## src/rtl/rolling_key_xor_stream_cipher_macros.svh

```systemverilog
// Assertion macros for the rolling-key XOR stream cipher.
// Uses the clock and reset names of the including module; no other dependency.
`ifndef ROLLING_KEY_XOR_STREAM_CIPHER_MACROS_SVH
`define ROLLING_KEY_XOR_STREAM_CIPHER_MACROS_SVH

// same-cycle implication
`define RKX_ASSERT_IMPL(name, ante, cons) \
   name: assert property (@(posedge clock) disable iff (reset) (ante) |-> (cons)) \
      else $error("rkx assertion failed");

// next-cycle implication
`define RKX_ASSERT_NEXT(name, ante, cons) \
   name: assert property (@(posedge clock) disable iff (reset) (ante) |=> (cons)) \
      else $error("rkx assertion failed");

`endif

```

## src/rtl/rkx_pkg.sv

```systemverilog
// Shared types and constants for the rolling-key XOR stream cipher.
// No dependencies.
package rkx_pkg;

   localparam int KEY_DEPTH  = 1024;
   localparam int KEY_AW     = $clog2(KEY_DEPTH);
   localparam int POS_W      = 10;
   localparam int BYTE_W     = 8;
   localparam int LEN_W      = 11;
   localparam int OPQ_DEPTH  = 4;
   localparam int RSPQ_DEPTH = 4;

   typedef enum logic {
      FUNC_LOAD   = 1'b0,
      FUNC_CIPHER = 1'b1
   } func_type;

   typedef struct packed {
      func_type            func;
      logic                wr_en;
      logic [KEY_AW-1:0]   addr;
      logic [BYTE_W-1:0]   data;
   } op_type;

endpackage

```

## src/rtl/rkx_front.sv

```systemverilog
// Front end: request acceptance, key length register and running key offset.
// Depends on rkx_pkg.
module rkx_front (
   input  logic                      clock,
   input  logic                      reset,
   input  logic                      push,
   input  logic                      req_func,
   input  logic [rkx_pkg::POS_W-1:0] req_key_position,
   input  logic [rkx_pkg::BYTE_W-1:0] req_byte_value,
   input  logic                      csr_wr_en,
   input  logic [rkx_pkg::LEN_W-1:0] csr_wr_data,
   input  logic                      opq_full,
   output logic                      opq_push,
   output rkx_pkg::op_type           opq_op
);
   import rkx_pkg::*;

   logic [LEN_W-1:0]  key_length_ff, key_length_in;
   logic [KEY_AW-1:0] key_offset_ff, key_offset_in;
   logic [LEN_W-1:0]  len_eff;
   logic [KEY_AW:0]   offset_inc;
   logic              accept;
   func_type          func;

   assign accept   = push && !opq_full;
   assign opq_push = accept;
   assign func     = func_type'(req_func);

   always_comb begin
      if (key_length_ff == '0) begin
         len_eff = LEN_W'(1);
      end else if (32'(key_length_ff) > KEY_DEPTH) begin
         len_eff = LEN_W'(KEY_DEPTH);
      end else begin
         len_eff = key_length_ff;
      end
   end

   assign offset_inc    = {1'b0, key_offset_ff} + (KEY_AW+1)'(1);
   assign key_length_in = csr_wr_en ? csr_wr_data : key_length_ff;

   always_comb begin
      key_offset_in = key_offset_ff;
      opq_op.func   = func;
      opq_op.data   = req_byte_value;
      unique case (func)
         FUNC_LOAD: begin
            opq_op.wr_en = 32'(req_key_position) < KEY_DEPTH;
            opq_op.addr  = KEY_AW'(req_key_position);
            if (accept) begin
               key_offset_in = '0;
            end
         end
         FUNC_CIPHER: begin
            opq_op.wr_en = 1'b1;
            opq_op.addr  = key_offset_ff;
            if (accept) begin
               key_offset_in = (32'(offset_inc) >= 32'(len_eff)) ? '0
                                                                   : KEY_AW'(offset_inc);
            end
         end
         default: begin
            opq_op.wr_en = 1'b0;
            opq_op.addr  = key_offset_ff;
         end
      endcase
   end

   always_ff @(posedge clock) begin
      if (reset) begin
         key_length_ff <= LEN_W'(1);
         key_offset_ff <= '0;
      end else begin
         key_length_ff <= key_length_in;
         key_offset_ff <= key_offset_in;
      end
   end

endmodule

```

## config.mk

```make
export PLATFORM = sky130hd
export DESIGN_NAME = rkx_front
export DESIGN_NICKNAME = d
export VERILOG_FILES = /design/src/rtl/rolling_key_xor_stream_cipher_macros.svh /design/src/rtl/rkx_pkg.sv /design/src/rtl/rkx_front.sv
export SDC_FILE = /design/constraint.sdc
export NUM_CORES = 1
export LEC_CHECK = 0
export ABC_AREA = 1
export BUFFER_PORTS_ARGS = -buffer_cell sky130_fd_sc_hd__buf_2
export CORE_ASPECT_RATIO = 1.25
export CORE_MARGIN = 8
export CORE_UTILIZATION = 30
export CTS_CLUSTER_DIAMETER = 100
export DETAILED_ROUTE_END_ITERATION = 12
export GPL_TIMING_DRIVEN = 0
export SLEW_MARGIN = 20
export SYNTH_ARGS = -nofsm -noshare
export SYNTH_HDL_FRONTEND = slang
export SYNTH_SLANG_ARGS = --single-unit
```

## constraint.sdc

```tcl
create_clock -name clock -period 2.15 [get_ports clock]
set_input_delay 0.215 -clock clock [delete_from_list [all_inputs] [get_ports clock]]
set_output_delay 0.215 -clock clock [all_outputs]
set_load 0.05 [all_outputs]
```

==> reports/results.ini, run 1 <==
[run_status]
status = finished, violations left
violations = negative setup slack

[setup_path]
reg2reg_slack_ns = -0.07
end_kind = flip-flop
slowest_delay_ns = 0.37
cpMostUsedCell = nor2_4
critPathKind = flip-flop to flip-flop
critPathTopFamily = simple AND/OR/NAND/NOR gates
cp.required_ns = 2.34
rr_worst_depth = 14
worstReg2RegStart = key_offset_ff[0]
crit_end = key_offset_ff[3]
r2r_end = key_offset_ff[3]
arrival_ns = 2.41
cp_max_fo = 5
worst_path_max_delay_cell = dfxtp_4
path_depth = 14
start_kind = flip-flop
crit_chain = ha_2, nand2_2, nor2_4, nand4_1, buf_4, nor2_1, ha_1, nand2_2, nor2_4, nand2_2, nor2_4, nor2_4, nand3_2, a21oi_2
startpoint = key_offset_ff[0]
crit_buf_inv = 1

[die]
die_w_um = 81.3
die_h_um = 97.6
start_util_pct = 31.3
core-area_um2 = 5120
die-area_um2 = 7940
rows = 29
ios = 56

[sta]
min_period_over_period_pct = 103
maxSlewViolCount = 0
setup_slack_ns = -0.0692
fin_crit_ns = 2.22
grt_setup_unrepaired = yes
maxSlewHeadroom_pct = 57.8
hold_violations = 0
fmax_ghz = 0.451
worstMarginPinSlew_ns = 0.633
tns_ns = -0.401
setup_viol = 10
finalClockSkew_ns = 0.00109

[clock_tree]
cts_tree = built
cts_buffers = 3
cts_buffer_depth = 2
postCtsHoldBufs = 0
clock-sinks = 21
clk_pin_slew_worst_paths_ns = 0.08
root_buffer = clkbuf_8
cts-htree-levels = 1
worstSkewPairLatency_ns = 0.26

[job]
maxCapViolCount = 0

[pwr]
power.leakage_nw = 1.06
powerDensity_nw_per_um2 = 452
vdd_drop_max_mv = 0.285
power.total_mw = 1.05

[grt]
grt_pass1_wl_um = 7000
grt_pass1_vias = 1579
antenna_found_initial = 0
grt_overflow = 0
gr-usage-all-layers_pct = 10.7
grt_start_max_net_pins = 12

[synth]
synth_seq_area_share_pct = 26.3
yosysMostFrequentCell = nand2_1
yosysWarnings = 0
avgSynthCellArea_um2 = 6.72
syn_area_um2 = 1600
ys_types = 28
ys.flop_type = dfxtp_1
syn_inst = 238
synth_area_leaders = dfxtp_1 (26%), nand2_1 (13%), ha_1 (9.4%)
synthDominantCellAreaShare_pct = 26.3
ys_top_cells_by_count = nand2_1 (54), nor2_1 (26), inv_1 (25)
ys_async_sr_fraction_pct = 0
synth_edf_count = 0
syn_nets = 285
yosys_register_bits = 21
synth_largest_area_cell = dfxtp_1

[detailed_routing]
num_vias = 1603
wire_per_inst_um = 11.9
wl_um = 4260
ant_nets = 0
drt-initial-drc-count = 41
routed_via_density = 4.48
dr.pass1.iters = 4
drc = 0

[final_layout]
n_fill_cell = 525
multi_input_area_um2 = 1280
n_antenna_cell = 0
post_route_cells_drive_above_1_share_pct = 51.0
register_area_um2 = 432
area_delta_synth_final_pct = 45.1
nets = 344
final_cell_count_no_fill = 358

[hold_path]
hp-class = primary input to flip-flop

[placed_design]
numPlacedInstances = 345
place_congestion = 0.749
io_buffers = 45
dpl.hpwl_um = 3140

## placed cells by master (no fill, tap or decap), types with 2 or more instances in the layout
master / Yosys / routed
xor2_1: 2 / 2
nand3_2: 2 / 11
nor2_4: 2 / 7
dfxtp_1: 21 / 16
clkbuf_1: 5 / 6
nor2_2: 3 / 3
a21oi_1: 20 / 15
dfxtp_4: 0 / 2
ha_4: 0 / 6
ha_1: 12 / 5
o21ai_0: 12 / 12
clkbuf_8: 0 / 3
nand2_1: 54 / 35
nand3_1: 14 / 5
a21oi_2: 2 / 6
buf_2: 1 / 46
inv_1: 25 / 21
nor2_1: 26 / 22
mux2_2: 5 / 5
dfxtp_2: 0 / 3
buf_4: 11 / 17
nand2_4: 0 / 11
inv_2: 4 / 8
nand2_2: 6 / 16
nand4_1: 2 / 2
## report_power, final
part           internal [mW]  switching [mW]
clock                  0.132           0.133
combinational          0.132           0.234
sequential             0.404          0.0130
total                  0.668           0.380
## worst min path at each step
stage	start	to	cells after the start
after global placement	csr_wr_data[0]	key_length_ff[0]	3
after CTS	csr_wr_data[0]	key_length_ff[0]	3
after global routing	csr_wr_data[9]	key_length_ff[9]	3
final	csr_wr_data[0]	key_length_ff[0]	3
after detailed placement	csr_wr_data[0]	key_length_ff[0]	3
after floorplan	csr_wr_en	key_length_ff[0]	1
## final cells by class
| cell class | instances | area share (%) |
|---|---|---|
| buffer | 17 | 4.58 |
| multi-input combinational | 173 | 55.0 |
| inverter | 30 | 4.85 |
| clock buffer | 4 | 1.94 |
| tap | 62 | 3.34 |
| sequential | 21 | 18.6 |
| timing repair buffer | 51 | 11.7 |
## registers in the layout, summed over array words and instances, names as in the netlist
signal         cells
key_offset_ff     10
key_length_ff     11
## per-stage QoR
stage	worst slack, ns	utilization [%]	hold WS, ns	instance area [um^2]
6_report	-0.0692	45.3	0.157	2320
3_5_place_dp	-0.197	37.2	0.431	1900
4_1_cts	-0.0369	41.9	0.152	2140
5_1_grt	-0.208	45.3	0.173	2320
3_3_place_gp	-0.172	37.2	0.423	1900
2_1_floorplan	0.0740	-	0.315	1600
## timing repair
item,in CTS,in global routing
cloned,3,0
pin swaps,21,9
setup endpoints to repair,10,10
gates resized for setup,32,42
buffers inserted,3,3
## logic make-up after synthesis
kind of cell / Yosys count / share of synthesized area, %
buffers and inverters: 47 / 13.7
AO/OA/AOI/OAI: 34 / 11.1
other: 1 / 0.235
multiplexers: 5 / 3.52
XOR/XNOR: 5 / 3.68
adder cells (fa/ha/maj): 12 / 9.39
AND/OR/NAND/NOR: 113 / 32.1
flip-flops: 21 / 26.3
## worst register-to-register path, cell delays in order, from the launching register on
cell     delay (ns)
dfxtp_4        0.37
ha_2           0.19
nand2_2        0.08
nor2_4         0.13
nand4_1        0.12
buf_4          0.15
nor2_1         0.11
ha_1           0.28
nand2_2        0.11
nor2_4         0.04
nand2_2        0.07
nor2_4         0.06
nor2_4         0.21
nand3_2        0.10
a21oi_2        0.15
## routing by layer
layer | global-route usage, % | wire, um
met3 | 2.13 | 294
met2 | 17.8 | 2070
met4 | 3.72 | 57
met1 | 13.0 | 1830
met5 | 0 | 0
Note: power is estimated with default switching activity, not from simulation.
==> inputs of run 2 (changes only) <==
--- a/config.mk
+++ b/config.mk
@@ -12,7 +12,6 @@
 export CORE_UTILIZATION = 30
 export CTS_CLUSTER_DIAMETER = 100
 export DETAILED_ROUTE_END_ITERATION = 12
-export GPL_TIMING_DRIVEN = 0
 export SLEW_MARGIN = 20
 export SYNTH_ARGS = -nofsm -noshare
 export SYNTH_HDL_FRONTEND = slang
==> reports/results.ini, run 2 (same netlist as run 1, synthesis figures left out) <==
[run_status]
status = finished, violations left
violations = negative setup slack

[final_layout]
largest_reg_flops = 11
reg_top3 = key_length_ff: 11 flops, key_offset_ff: 10 flops
largest-register = key_length_ff
final_common_cell = nand2_1
utilization_pct = 42.8
final_cell_count_no_fill = 342
area_delta_synth_final_pct = 36.9
design_area_um2 = 2190
post_route_cells_drive_above_1_share_pct = 46.4
n_fill_cell = 525
n_antenna_cell = 0
nets = 328
final_cell_mix = nand2_1 (39), buf_2 (38), inv_1 (25)

[die]
die_w_um = 81.3
die-area_um2 = 7940
start_util_pct = 31.3
die_h_um = 97.6
ios = 56
core-area_um2 = 5120
rows = 29

[detailed_routing]
wire_per_inst_um = 12.3
routed_via_density = 4.65
drt-initial-drc-count = 53
ant_nets = 0
drc = 0
dr.pass1.iters = 4
wl_um = 4220
num_vias = 1591

[sta]
setup_viol = 9
fin_hold_ws_ns = 0.164
finalClockSkew_ns = 0.00114
fmax_ghz = 0.456
maxSlewViolCount = 0
fin_crit_ns = 2.19
setup_slack_ns = -0.0417
hold_violations = 0
tns_ns = -0.243
min_period_over_period_pct = 102
grt_setup_unrepaired = yes

[clock_tree]
clock-sinks = 21
cts_buffer_depth = 2
clk_pin_slew_worst_paths_ns = 0.08
root_buffer = clkbuf_8
cts_tree = built
cts-htree-levels = 1
cts_buffers = 3
worstSkewPairLatency_ns = 0.26
post_cts_buffers = 0

[grt]
grt_pass1_wl_um = 6620
gr-usage-all-layers_pct = 10.1
grt_start_max_net_pins = 18
grt_pass1_vias = 1479
antenna_found_initial = 0
grt_overflow = 0

[placed_design]
place_congestion = 0.783
numPlacedInstances = 335
placed_cell_area_um2 = 1870
pre_cts_slack_ns = -0.0666
dpl.hpwl_um = 3110
io_buffers = 38

[pwr]
vdd_drop_max_mv = 0.347
power.total_mw = 0.999
power.leakage_nw = 1.01
powerDensity_nw_per_um2 = 456

[setup_path]
critPathKind = flip-flop to flip-flop
cp.required_ns = 2.30
cp_max_fo = 5
arrival_ns = 2.34
start_kind = flip-flop
end_kind = flip-flop

[job]
maxCapViolCount = 0

[hold_path]
hp-class = primary input to flip-flop

## run 2: worst paths after layout
path / start / to / slack, ns / cells past startpoint
max: key_length_ff[3] / key_offset_ff[9] / -0.04 / 13
min reg2reg: key_offset_ff[9] / key_offset_ff[9] / 0.49 / 2
max reg2reg: key_length_ff[3] / key_offset_ff[9] / -0.04 / 13
min: csr_wr_data[0] / key_length_ff[0] / 0.16 / 3
## run 2: what timing repair did
action | CTS | global route
hold buffers | 0 | 0
pin swaps | 13 | 18
gates resized for setup | 19 | 38
gates cloned | 3 | 0
endpoints found under the setup margin | 10 | 10
## run 2: cell type report
type                            instances  area (um^2)  share of cell area [%]
Clock buffer                            3         41.3                    1.89
Clock inverter                          1         5.00                   0.229
Tap cell                               62         77.6                    3.54
Timing Repair Buffer                   52          295                    13.5
Multi-Input combinational cell        173         1230                    56.3
Sequential cell                        21          425                    19.4
Inverter                               30          113                    5.14
## run 2: power by group
| group | internal, mW | leakage, nW | switching [mW] | total [mW] |
|---|---|---|---|---|
| Combinational | 0.118 | 0.809 | 0.198 | 0.317 |
| Sequential | 0.405 | 0.174 | 0.0119 | 0.417 |
| Clock | 0.129 | 0.0255 | 0.136 | 0.265 |
| Total | 0.653 | 1.01 | 0.346 | 0.999 |
## run 2: per-layer routing
metal,GRT usage [%],wire (um),vias up
li1,-,-,832
met5,0,0,-
met4,3.59,44,0
met2,16.5,2050,42
met3,1.94,301,6
met1,12.6,1820,711
## run 2: worst max-delay path: stages, from the launching register on
cell and delay, ns:
dfxtp_2 0.32, or2_4 0.25, nor4_4 0.24, nand2_2 0.13
nand2_4 0.16, nand2_4 0.07, ha_4 0.27, nand2_1 0.06
nor2_2 0.11, inv_1 0.07, nor2_4 0.17, nor2_4 0.09
nand3_2 0.07, a21oi_1 0.05
