File: src/rtl/rolling_key_xor_stream_cipher_macros.svh
// Assertion macros for the rolling-key XOR stream cipher.
// Uses the clock and reset names of the including module; no other dependency.
`ifndef ROLLING_KEY_XOR_STREAM_CIPHER_MACROS_SVH
`define ROLLING_KEY_XOR_STREAM_CIPHER_MACROS_SVH

// same-cycle implication
`define RKX_ASSERT_IMPL(name, ante, cons) \
   name: assert property (@(posedge clock) disable iff (reset) (ante) |-> (cons)) \
      else $error("rkx assertion failed");

// next-cycle implication
`define RKX_ASSERT_NEXT(name, ante, cons) \
   name: assert property (@(posedge clock) disable iff (reset) (ante) |=> (cons)) \
      else $error("rkx assertion failed");

`endif

File: src/rtl/rkx_pkg.sv
// Shared types and constants for the rolling-key XOR stream cipher.
// No dependencies.
package rkx_pkg;

   localparam int KEY_DEPTH  = 1024;
   localparam int KEY_AW     = $clog2(KEY_DEPTH);
   localparam int POS_W      = 10;
   localparam int BYTE_W     = 8;
   localparam int LEN_W      = 11;
   localparam int OPQ_DEPTH  = 4;
   localparam int RSPQ_DEPTH = 4;

   typedef enum logic {
      FUNC_LOAD   = 1'b0,
      FUNC_CIPHER = 1'b1
   } func_type;

   typedef struct packed {
      func_type            func;
      logic                wr_en;
      logic [KEY_AW-1:0]   addr;
      logic [BYTE_W-1:0]   data;
   } op_type;

endpackage

File: src/rtl/rkx_op_queue.sv
// Short request queue between front end and back end.
// Depends on rkx_pkg.
module rkx_op_queue (
   input  logic            clock,
   input  logic            reset,
   input  logic            wr_push,
   input  rkx_pkg::op_type wr_op,
   output logic            full,
   input  logic            rd_pop,
   output logic            rd_empty,
   output rkx_pkg::op_type rd_op
);
   import rkx_pkg::*;

   localparam int PTR_W = $clog2(OPQ_DEPTH);
   localparam int CNT_W = $clog2(OPQ_DEPTH + 1);

   op_type             slot_ff [OPQ_DEPTH];
   logic [PTR_W-1:0]   wr_ptr_ff, wr_ptr_in;
   logic [PTR_W-1:0]   rd_ptr_ff, rd_ptr_in;
   logic [CNT_W-1:0]   count_ff, count_in;
   logic               do_push, do_pop;

   assign full     = count_ff == CNT_W'(OPQ_DEPTH);
   assign rd_empty = count_ff == '0;
   assign rd_op    = slot_ff[rd_ptr_ff];
   assign do_push  = wr_push && !full;
   assign do_pop   = rd_pop && !rd_empty;

   always_comb begin
      wr_ptr_in = do_push ? PTR_W'(32'(wr_ptr_ff) + 1 == OPQ_DEPTH ? 0 : 32'(wr_ptr_ff) + 1)
                          : wr_ptr_ff;
      rd_ptr_in = do_pop  ? PTR_W'(32'(rd_ptr_ff) + 1 == OPQ_DEPTH ? 0 : 32'(rd_ptr_ff) + 1)
                          : rd_ptr_ff;
      count_in  = count_ff + CNT_W'(do_push) - CNT_W'(do_pop);
   end

   always_ff @(posedge clock) begin
      if (do_push) begin
         slot_ff[wr_ptr_ff] <= wr_op;
      end
   end

   always_ff @(posedge clock) begin
      if (reset) begin
         wr_ptr_ff <= '0;
         rd_ptr_ff <= '0;
         count_ff  <= '0;
      end else begin
         wr_ptr_ff <= wr_ptr_in;
         rd_ptr_ff <= rd_ptr_in;
         count_ff  <= count_in;
      end
   end

endmodule

File: config.mk
export PLATFORM = sky130hd
export DESIGN_NAME = rkx_op_queue
export DESIGN_NICKNAME = d
export VERILOG_FILES = /design/src/rtl/rolling_key_xor_stream_cipher_macros.svh /design/src/rtl/rkx_pkg.sv /design/src/rtl/rkx_op_queue.sv
export SDC_FILE = /design/constraint.sdc
export NUM_CORES = 1
export LEC_CHECK = 0
export ABC_CLOCK_PERIOD_IN_PS = 2100
export BUFFER_PORTS_ARGS = -buffer_cell sky130_fd_sc_hd__buf_2
export CORE_MARGIN = 3
export CORE_UTILIZATION = 51
export CTS_CLUSTER_SIZE = 40
export DETAILED_ROUTE_END_ITERATION = 10
export GPL_TIMING_DRIVEN = 0
export PLACE_DENSITY_LB_ADDON = 0.2
export SETUP_SLACK_MARGIN = 0.4
export SLEW_MARGIN = 20
export SYNTH_ARGS = -nofsm -noshare
export SYNTH_HDL_FRONTEND = slang
export SYNTH_SLANG_ARGS = --single-unit
File: constraint.sdc
create_clock -name clock -period 2.1 [get_ports clock]
set_input_delay 0.63 -clock clock [delete_from_list [all_inputs] [get_ports clock]]
set_output_delay 0.63 -clock clock [all_outputs]
set_load 0.01 [all_outputs]
==> flow_metrics.py, run 1 <==
metrics = {
    "logic_synthesis": {
        "ys_top_cells_by_area": "edfxtp_1 72%, mux4_2 13%, dfxtp_1 5.4%, ha_1 2.6%, inv_1 0.89%",
        "synth_warnings": 0,
        "seq_area_frac_synth": 0.769,
        "synth.ff_latch_count": 89,
        "synth_top_area_share": 0.715,
        "synthTopCellsByCount": "80 x edfxtp_1, 20 x mux4_2, 9 x dfxtp_1",
        "syn_inst": 154,
        "synthesis.nets": 186,
        "synth-edff-count": 80,
        "synth_area_leader_cell": "edfxtp_1",
        "ys_types": 25,
        "netlist_area_um2": 3360,
        "avgSynthCellArea_um2": 21.8,
        "yosys_most_used_dff": "edfxtp_1",
        "yosysMostFrequentCell": "edfxtp_1",
        "async_flop_share": 0,
    },
    "critical_path": {
        "r2r_end": "count_ff[2]",
        "cp_top_family": "multiplexers",
        "reg2reg_slack_ns": -0.11,
        "max_stage_delay_ns": 0.53,
        "worst-path-max-fanout": 10,
        "rr_worst_depth": 11,
        "worst-path-stages": 3,
        "cp-start-kind": "register",
        "crit_required_ns": 1.47,
        "timing.rr.start": "count_ff[1]",
        "crit_buf_inv": 2,
        "cp_cell_sequence": "buf_12, mux4_2, buf_6",
        "end_kind": "primary output",
        "cp_slowest_cell": "mux4_2",
        "cp.arrival_ns": 1.58,
        "worstSetupPathType": "reg -> out",
        "setup.worst_path.end": "rd_op[8]",
    },
    "timing": {
        "fmax_ghz": 0.453,
        "period_needed_ns": 2.21,
        "drv_slew": 0,
        "setup_ws_ns": -0.108,
        "worst_pin_slew_ns": 0.323,
        "max-slew-margin-rel": 0.784,
        "fin_crit_sh": 1.05,
        "rsz0062_at_grt": "yes",
        "setup_viol": 21,
        "final.setup_skew_ns": 0.00848,
        "hold_viol": 0,
    },
    "routing": {
        "drt_wl_total_um": 5750,
        "via_count": 1649,
        "drc": 0,
        "first_pass_iters": 4,
        "ant_nets": 0,
        "via_per_inst": 5.50,
        "wl_per_cell_um": 19.2,
        "drt_iter0_markers": 93,
    },
    "outcome": {
        "violations": "negative setup slack",
        "status": "finished, violations left",
    },
    "clock_tree": {
        "cts_root_buffer": "clkbuf_8",
        "ctsHoldBuffers": 0,
        "htreeDepth": 3,
        "path_clk_slew_ns": 0.08,
        "clockBufferDepth": 2,
        "cts_tree": "built",
        "clock_sinks": 89,
        "numCtsBuffers": 9,
        "clock_latency_ns": 0.34,
    },
    "floorplanning": {
        "core_area_um2": 6130,
        "fp.dieH_um": 87.1,
        "start_util": 0.548,
        "num_rows": 28,
        "die_w_um": 87.1,
        "io_pins": 46,
        "die-area_um2": 7590,
    },
    "pwr": {
        "p_sw_frac": 0.256,
        "p_seq_frac": 0.454,
        "p_clk_frac": 0.245,
        "power_switching_mw": 1.27,
        "p_comb_frac": 0.302,
        "leakage_nw": 1.50,
        "power.total_mw": 4.95,
        "ir_worst_vdd_v": 0.000654,
        "p_per_area_nw_per_um2": 1170,
        "p_int_mw": 3.68,
    },
    "placed_design": {
        "place_inst": 274,
        "place_congestion": 0.654,
        "place_ws_ns": -0.254,
        "place_hpwl_um": 3450,
        "numPortBuffers": 45,
    },
    "global_route": {
        "grt_pass1_wl_um": 8960,
        "antenna_found_initial": 0,
        "grt_pass1_vias": 1744,
        "track_usage": 0.162,
        "grt_max_degree": 21,
        "grt-ovfl-total": 0,
        "busiest_layer": "met2",
        "grt_use_met1": 0.201,
        "grt_util_met3": 0.0360,
        "grtUsageMet2": 0.271,
    },
    "final_layout": {
        "final_cells": 300,
        "drive_gt1_frac": 0.516,
        "antenna_cells": 0,
        "area_growth_pct": 26.4,
        "nFillCells": 389,
        "final_nets": 252,
    },
    "min_path": {
        "min_path_type": "reg -> reg",
    },
    "run": {
        "maxCapViolations": 0,
    },
}
[through the flow]
| step | instance area [um2] | setup TNS, ns | util | hold WS [ns] |
|---|---|---|---|---|
| final | 4240 | -1.70 | 0.692 | 0.504 |
| after global routing | 4240 | -3.08 | 0.692 | 0.484 |
| after CTS | 4150 | -2.07 | 0.677 | 0.486 |
| after detailed placement | 3700 | -0.379 | 0.603 | 0.492 |
| after global placement | 3700 | -0.201 | 0.603 | 0.473 |
| after floorplan | 3380 | -0.0249 | - | 0.456 |
[worst min-delay path: stages (launching register included)]
cell and delay, ns:
dfxtp_1 0.33, nand2_1 0.06, a21oi_1 0.07
[power groups by stage]
stage          Clock (mW)  Combinational [mW]  Sequential [mW]
6_report             1.21                1.49             2.25
5_1_grt              1.30                1.62             2.27
4_1_cts              1.23                1.37             2.24
3_5_place_dp            0                1.05             2.26
3_3_place_gp            0                1.00             2.24
2_1_floorplan           0               0.716             2.24
[layout make-up]
| cell class | instances | area [um2] | share of cell area |
|---|---|---|---|
| sequential | 89 | 2590 | 0.611 |
| tap | 75 | 93.8 | 0.0221 |
| inverter | 8 | 32.5 | 0.00767 |
| clock inverter | 7 | 85.1 | 0.0200 |
| multi-input combinational | 52 | 813 | 0.192 |
| clock buffer | 9 | 124 | 0.0292 |
| buffer | 5 | 56.3 | 0.0133 |
| timing repair buffer | 55 | 444 | 0.105 |
[worst min path at each step]
stage	slack, ns	depth (start not counted)	from	to
finish	0.50	2	rd_ptr_ff[0]	register
CTS	0.49	1	wr_op[18]	slot_ff[2][18]
global route	0.48	1	wr_op[18]	slot_ff[2][18]
detailed placement	0.49	2	rd_ptr_ff[0]	rd_ptr_ff[0]
global placement	0.47	2	rd_ptr_ff[0]	rd_ptr_ff[0]
floorplan	0.46	2	rd_ptr_ff[0]	register
[cell families (layout without fill, tap and decap cells)]
family                   after synthesis  in the layout  share of synthesized area
adder cells (fa/ha/maj)                8              8                     0.0320
AO/OA/AOI/OAI                          5              5                     0.0112
buffers and inverters                 13             84                     0.0175
AND/OR/NAND/NOR                       16             16                     0.0279
multiplexers                          21             21                      0.137
flip-flops                            89             89                      0.769
XOR/XNOR                               2              2                    0.00522
[metal layers]
| layer | vias up | wire length, um | part of all wire |
|---|---|---|---|
| met2 | 37 | 3110 | 0.54 |
| met1 | 848 | 2360 | 0.41 |
| met5 | - | 0 | 0 |
| li1 | 759 | - | - |
| met3 | 5 | 215 | 0.037 |
| met4 | 0 | 68 | 0.012 |
[sequential cells by signal, indices dropped and copies added, names as in the netlist, named ones only]
| register | count |
|---|---|
| slot_ff | 80 |
| rd_ptr_ff | 2 |
| wr_ptr_ff | 2 |
| count_ff | 3 |
[layout by cell type, fill, tap and decap left out, types with 2 or more instances in the layout]
cell	netlist	final
a21oi_1	2	2
and3_4	0	4
buf_2	2	27
buf_4	0	6
buf_6	1	22
bufinv_16	0	2
clkbuf_2	0	2
clkbuf_8	0	9
clkinv_1	0	2
clkinv_2	0	2
dfxtp_1	9	5
dfxtp_4	0	3
edfxtp_1	80	80
ha_1	7	5
ha_4	0	2
inv_1	8	5
inv_2	0	2
mux4_2	20	20
nand3_1	2	2
nor2_1	2	2
nor2b_4	0	2
[what timing repair did]
item                       CTS  global route
resized for setup           42            14
buffers inserted             7             2
setup endpoints to repair   85            25
gates cloned                 1             0
pin swaps                    5             0
No activity file was read; power rests on OpenSTA's default activity.
==> run 2, diff against run 1 <==
--- a/config.mk
+++ b/config.mk
@@ -5,8 +5,10 @@
 export SDC_FILE = /design/constraint.sdc
 export NUM_CORES = 1
 export LEC_CHECK = 0
+export ABC_AREA = 1
 export ABC_CLOCK_PERIOD_IN_PS = 2100
 export BUFFER_PORTS_ARGS = -buffer_cell sky130_fd_sc_hd__buf_2
+export CORE_ASPECT_RATIO = 1.75
 export CORE_MARGIN = 3
 export CORE_UTILIZATION = 51
 export CTS_CLUSTER_SIZE = 40
==> flow_metrics.py, run 2 <==
metrics = {
    "outcome": {
        "status": "complete, no violations",
    },
    "floorplanning": {
        "io_pins": 46,
        "num_rows": 39,
        "start_util": 0.526,
        "die-area_um2": 7870,
        "core_area_um2": 6590,
        "die_w_um": 68.3,
        "fp.dieH_um": 115,
    },
    "timing": {
        "holdWs_ns": 0.465,
        "period_needed_ns": 2.00,
        "drv_slew": 0,
        "finalSetupTns_ns": 0,
        "fin_crit_sh": 0.954,
        "hold_viol": 0,
        "max-slew-margin-rel": 0.530,
        "rsz0062_at_grt": "yes",
        "setup_viol": 0,
        "final.setup_skew_ns": 0.00490,
        "worst_pin_slew_ns": 0.703,
        "setup_ws_ns": 0.0959,
        "fmax_ghz": 0.499,
    },
    "final_layout": {
        "final_cells": 411,
        "largest-register": "slot_ff",
        "ff_latch_area_um2": 2590,
        "largest_reg_flops": 80,
        "multi_input_area_um2": 856,
        "antenna_cells": 0,
        "nFillCells": 486,
        "most-common-layout-cells": "80 x edfxtp_1, 48 x nor2_1, 43 x buf_2, 39 x o21ai_1, 18 x o22ai_1",
        "area_growth_pct": 26.9,
        "drive_gt1_frac": 0.322,
        "final_common_cell": "edfxtp_1",
        "reg.largest.list": "slot_ff (80), count_ff (3)",
        "final_nets": 356,
    },
    "global_route": {
        "track_usage": 0.199,
        "grt_pass1_wl_um": 10700,
        "grt_max_degree": 21,
        "grt-ovfl-total": 0,
        "grt_pass1_vias": 2143,
        "antenna_found_initial": 0,
    },
    "placed_design": {
        "place_inst": 388,
        "place_congestion": 0.689,
        "place_ws_ns": 0.0602,
        "place_hpwl_um": 4200,
        "numPortBuffers": 45,
    },
    "logic_synthesis": {
        "netlist_area_um2": 3470,
        "seq_area_frac_synth": 0.745,
        "synth-edff-count": 80,
        "yosys_most_used_dff": "edfxtp_1",
        "synth_top_area_share": 0.693,
        "synth_xor_area_frac": 0.00253,
        "synthAdderAreaFrac": 0.0310,
        "syn_inst": 261,
        "avgSynthCellArea_um2": 13.3,
        "synth_simple_gate_area_share": 0.0862,
        "synth_area_leader_cell": "edfxtp_1",
        "async_flop_share": 0,
        "yosysMostFrequentCell": "edfxtp_1",
        "ys_types": 22,
        "ys_top_cells_by_area": "edfxtp_1 69%, nor2_1 6.0%, o21ai_1 5.8%, dfxtp_1 5.2%, o22ai_1 3.6%",
        "synth_mux_area_frac": 0,
        "synthesis.nets": 293,
        "synth_warnings": 0,
        "synth.ff_latch_count": 89,
        "synthTopCellsByCount": "80 x edfxtp_1, 55 x nor2_1, 40 x o21ai_1",
        "synth_top_family_by_area": "compound AO/OA/AOI/OAI gates",
        "synth-compound-area-share": 0.0981,
    },
    "pwr": {
        "ir_worst_vdd_v": 0.000852,
        "leakage_nw": 1.65,
        "p_per_area_nw_per_um2": 1340,
        "power.total_mw": 5.89,
    },
    "critical_path": {
        "worst-path-max-fanout": 10,
        "cp.arrival_ns": 1.37,
        "cp-start-kind": "register",
        "end_kind": "primary output",
        "worstSetupPathType": "reg -> out",
        "crit_required_ns": 1.47,
    },
    "clock_tree": {
        "ctsHoldBuffers": 0,
        "cts_root_buffer": "clkbuf_16",
        "path_clk_slew_ns": 0.06,
        "clockBufferDepth": 2,
        "clock_sinks": 89,
        "clock_latency_ns": 0.34,
        "cts_tree": "built",
        "numCtsBuffers": 9,
        "htreeDepth": 3,
    },
    "routing": {
        "first_pass_iters": 4,
        "drt_wl_total_um": 7060,
        "drt_iter0_markers": 114,
        "via_count": 2189,
        "wl_per_cell_um": 17.2,
        "ant_nets": 0,
        "drc": 0,
        "via_per_inst": 5.33,
    },
    "min_path": {
        "min_path_type": "in -> reg",
    },
    "run": {
        "maxCapViolations": 0,
    },
}
==> run 2: cell count changes in the layout (fill, tap and decap cells not counted), sizes merged, moves of 3 or more <==
cell,previous run,this run
and3,4,0
buf,58,61
inv,8,19
mux4,20,0
nand2,1,10
nor2,2,56
o21ai,0,40
o22ai,0,20
==> run 2: timing repair <==
item                                    in CTS  in global routing
gates resized for setup                     42                  5
pin swaps                                    8                  5
buffers inserted                             3                  1
gates cloned                                 2                  1
endpoints found under the setup margin      24                 43
==> run 2: area by class of cell <==
class / count / share of cell area
flip-flops and latches: 89 / 0.589
inverters: 18 / 0.0182
multi-input cells: 142 / 0.194
plain buffers: 12 / 0.0335
well taps: 82 / 0.0233
repair buffers: 52 / 0.0745
clock buffers: 9 / 0.0512
clock inverters: 7 / 0.0156
==> run 2: per-stage QoR <==
step	cell area (um2)	utilization
2_1_floorplan	3520	-
3_3_place_gp	3840	0.583
3_5_place_dp	3870	0.588
4_1_cts	4350	0.661
5_1_grt	4400	0.668
6_report	4400	0.668
==> run 2: worst max-delay path, stage by stage, from the launching register on <==
cell	delay (ns)
dfxtp_4	0.39
inv_8	0.12
buf_8	0.15
o21ai_1	0.06
o22ai_1	0.15
buf_2	0.17
==> run 2: path summary, 6_finish.rpt <==
| check | from | depth (start not counted) | to | slack, ns |
|---|---|---|---|---|
| setup / recovery | register | 5 | rd_op[13] | 0.1 |
| hold / removal | reset | 2 | count_ff[1] | 0.47 |
| setup reg to reg | count_ff[0] | 10 | count_ff[1] | 0.31 |
| hold reg to reg | rd_ptr_ff[1] | 2 | register | 0.52 |
==> run 2: kinds of logic (layout without fill, tap and decap cells) <==
group                      Yosys count  in the layout
DFF                                 89             89
and+or+nand+nor                     70             70
AOI/OAI and AO/OA                   63             63
buffers and inverters               30             98
adders and majority gates            8              8
xor gates and xnor gates             1              1
==> run 2: layer usage <==
metal / GRT usage / routed length (um)
met4: 0.0983 / 142
met2: 0.356 / 3950
met3: 0.0362 / 343
met5: 0 / 0
met1: 0.216 / 2630
==> run 2: power by group <==
| part | internal (mW) | switching, mW | total [mW] |
|---|---|---|---|
| combinational | 0.876 | 1.13 | 2.01 |
| sequential | 2.20 | 0.111 | 2.31 |
| clock | 0.918 | 0.645 | 1.56 |
| total | 4.00 | 1.89 | 5.89 |
==> run 3, diff against run 2 <==
--- a/config.mk
+++ b/config.mk
@@ -9,12 +9,12 @@
 export ABC_CLOCK_PERIOD_IN_PS = 2100
 export BUFFER_PORTS_ARGS = -buffer_cell sky130_fd_sc_hd__buf_2
 export CORE_ASPECT_RATIO = 1.75
-export CORE_MARGIN = 3
+export CORE_MARGIN = 2
 export CORE_UTILIZATION = 51
 export CTS_CLUSTER_SIZE = 40
 export DETAILED_ROUTE_END_ITERATION = 10
 export GPL_TIMING_DRIVEN = 0
-export PLACE_DENSITY_LB_ADDON = 0.2
+export PLACE_DENSITY_LB_ADDON = 0.1
 export SETUP_SLACK_MARGIN = 0.4
 export SLEW_MARGIN = 20
 export SYNTH_ARGS = -nofsm -noshare
==> flow_metrics.py, run 3 (same netlist as run 2, synthesis figures left out) <==
metrics = {
    "final_layout": {
        "largest_reg_flops": 80,
        "drive_gt1_frac": 0.310,
        "fin_util": 0.663,
        "area_growth_pct": 25.0,
        "reg.largest.list": "slot_ff (80), count_ff (3)",
        "final_nets": 353,
        "multi_input_area_um2": 846,
        "fin_area_um2": 4330,
        "most-common-layout-cells": "80 x edfxtp_1, 50 x nor2_1, 43 x buf_2, 37 x o21ai_1, 20 x o22ai_1",
        "nFillCells": 473,
        "final_common_cell": "edfxtp_1",
        "largest-register": "slot_ff",
        "ff_latch_area_um2": 2600,
        "antenna_cells": 0,
    },
    "global_route": {
        "grt_pass1_vias": 2176,
        "grt-ovfl-total": 0,
        "antenna_found_initial": 0,
        "track_usage": 0.198,
        "grt_pass1_wl_um": 10500,
        "grt_max_degree": 21,
    },
    "pwr": {
        "p_comb_frac": 0.326,
        "p_per_area_nw_per_um2": 1340,
        "ir_worst_vdd_v": 0.000770,
        "p_seq_frac": 0.397,
        "leakage_nw": 1.62,
        "power_switching_mw": 1.80,
        "p_int_mw": 4.02,
        "p_clk_frac": 0.277,
        "power.total_mw": 5.82,
        "p_sw_frac": 0.309,
    },
    "placed_design": {
        "place_hpwl_um": 4030,
        "numPortBuffers": 45,
        "place_ws_ns": 0.0568,
        "placed_cell_area_um2": 3870,
        "place_congestion": 0.733,
    },
    "min_path": {
        "hold_path_end": "count_ff[0]",
        "min_path_type": "in -> reg",
        "min_path_cells": 2,
        "worstHoldStart": "reset",
    },
    "critical_path": {
        "worstSetupPathType": "reg -> out",
        "cp.arrival_ns": 1.36,
        "end_kind": "primary output",
        "r2r_end": "count_ff[1]",
        "rr_worst_depth": 10,
        "cp-start-kind": "register",
        "worst-path-max-fanout": 10,
        "crit_required_ns": 1.47,
        "timing.rr.start": "count_ff[0]",
        "reg2reg_slack_ns": 0.31,
    },
    "timing": {
        "drv_slew": 0,
        "holdWs_ns": 0.475,
        "final.setup_skew_ns": 0.00242,
        "max-slew-margin-rel": 0.548,
        "rsz0062_at_grt": "yes",
        "setup_viol": 0,
        "period_needed_ns": 1.99,
        "hold_viol": 0,
        "worst_pin_slew_ns": 0.677,
        "fin_crit_sh": 0.946,
        "fmax_ghz": 0.503,
        "setup_ws_ns": 0.113,
    },
    "routing": {
        "ant_nets": 0,
        "via_count": 2141,
        "first_pass_iters": 4,
        "wl_per_cell_um": 16.4,
        "drt_wl_total_um": 6680,
        "via_per_inst": 5.25,
        "drc": 0,
        "drt_iter0_markers": 195,
    },
    "clock_tree": {
        "htreeDepth": 3,
        "cts_root_buffer": "clkbuf_16",
        "path_clk_slew_ns": 0.06,
        "clock_latency_ns": 0.33,
        "clock_sinks": 89,
        "cts_tree": "built",
        "numCtsBuffers": 9,
        "ctsHoldBuffers": 0,
        "clockBufferDepth": 2,
    },
    "floorplanning": {
        "die-area_um2": 7500,
        "io_pins": 46,
        "start_util": 0.530,
        "core_area_um2": 6540,
        "die_w_um": 66.3,
        "fp.dieH_um": 113,
        "num_rows": 39,
    },
    "outcome": {
        "status": "complete, no violations",
    },
    "run": {
        "maxCapViolations": 0,
    },
}
==> run 3: metrics by stage <==
| step | setup TNS [ns] | instances |
|---|---|---|
| 3_3_place_gp | -55.97 | 388 |
| 6_report | 0 | 408 |
| 4_1_cts | 0 | 406 |
| 3_5_place_dp | 0 | 388 |
| 2_1_floorplan | 0 | 261 |
| 5_1_grt | 0 | 408 |
==> run 3: how the worst max path moves through the flow <==
stage | slack, ns | start | to
global route | 0.07 | register | rd_op[11]
finish | 0.11 | register | rd_op[9]
detailed placement | 0.06 | wr_push | count_ff[1]
floorplan | 0.15 | wr_push | slot_ff[0][0]
CTS | 0.12 | register | rd_op[11]
global placement | -0.74 | wr_push | slot_ff[3][0]
==> run 3: power by group through the flow <==
stage	registers (mW)	logic (mW)	clock network, mW
6_report	2.31	1.90	1.61
5_1_grt	2.33	2.11	1.71
4_1_cts	2.31	1.85	1.63
3_5_place_dp	2.33	1.66	0
3_3_place_gp	2.33	1.60	0
2_1_floorplan	2.31	1.08	0
==> run 3: routing by layer <==
| metal | up-vias | part of all wire | GRT usage |
|---|---|---|---|
| met5 | - | 0 | 0 |
| met4 | 0 | 0.018 | 0.0816 |
| met3 | 9 | 0.049 | 0.0447 |
| met2 | 60 | 0.55 | 0.348 |
| met1 | 1022 | 0.38 | 0.227 |
| li1 | 1050 | - | - |
==> run 3: area by class of cell <==
| type | instances | share of cell area |
|---|---|---|
| clock inverters | 2 | 0.00808 |
| flip-flops and latches | 89 | 0.599 |
| multi-input cells | 142 | 0.195 |
| inverters | 18 | 0.0179 |
| clock buffers | 14 | 0.0632 |
| plain buffers | 12 | 0.0312 |
| repair buffers | 49 | 0.0618 |
| well taps | 82 | 0.0237 |
==> run 3: critical path, cell delays in order, from the launching register on <==
cell and delay, ns:
dfxtp_4 0.38, inv_6 0.09, buf_8 0.14, nor2_1 0.05, o22ai_1 0.19, buf_2 0.17
==> run 3: repair_timing <==
action,CTS,global route
buffers inserted,2,2
pin swaps,7,7
gates resized for setup,31,12
setup endpoints to repair,24,48
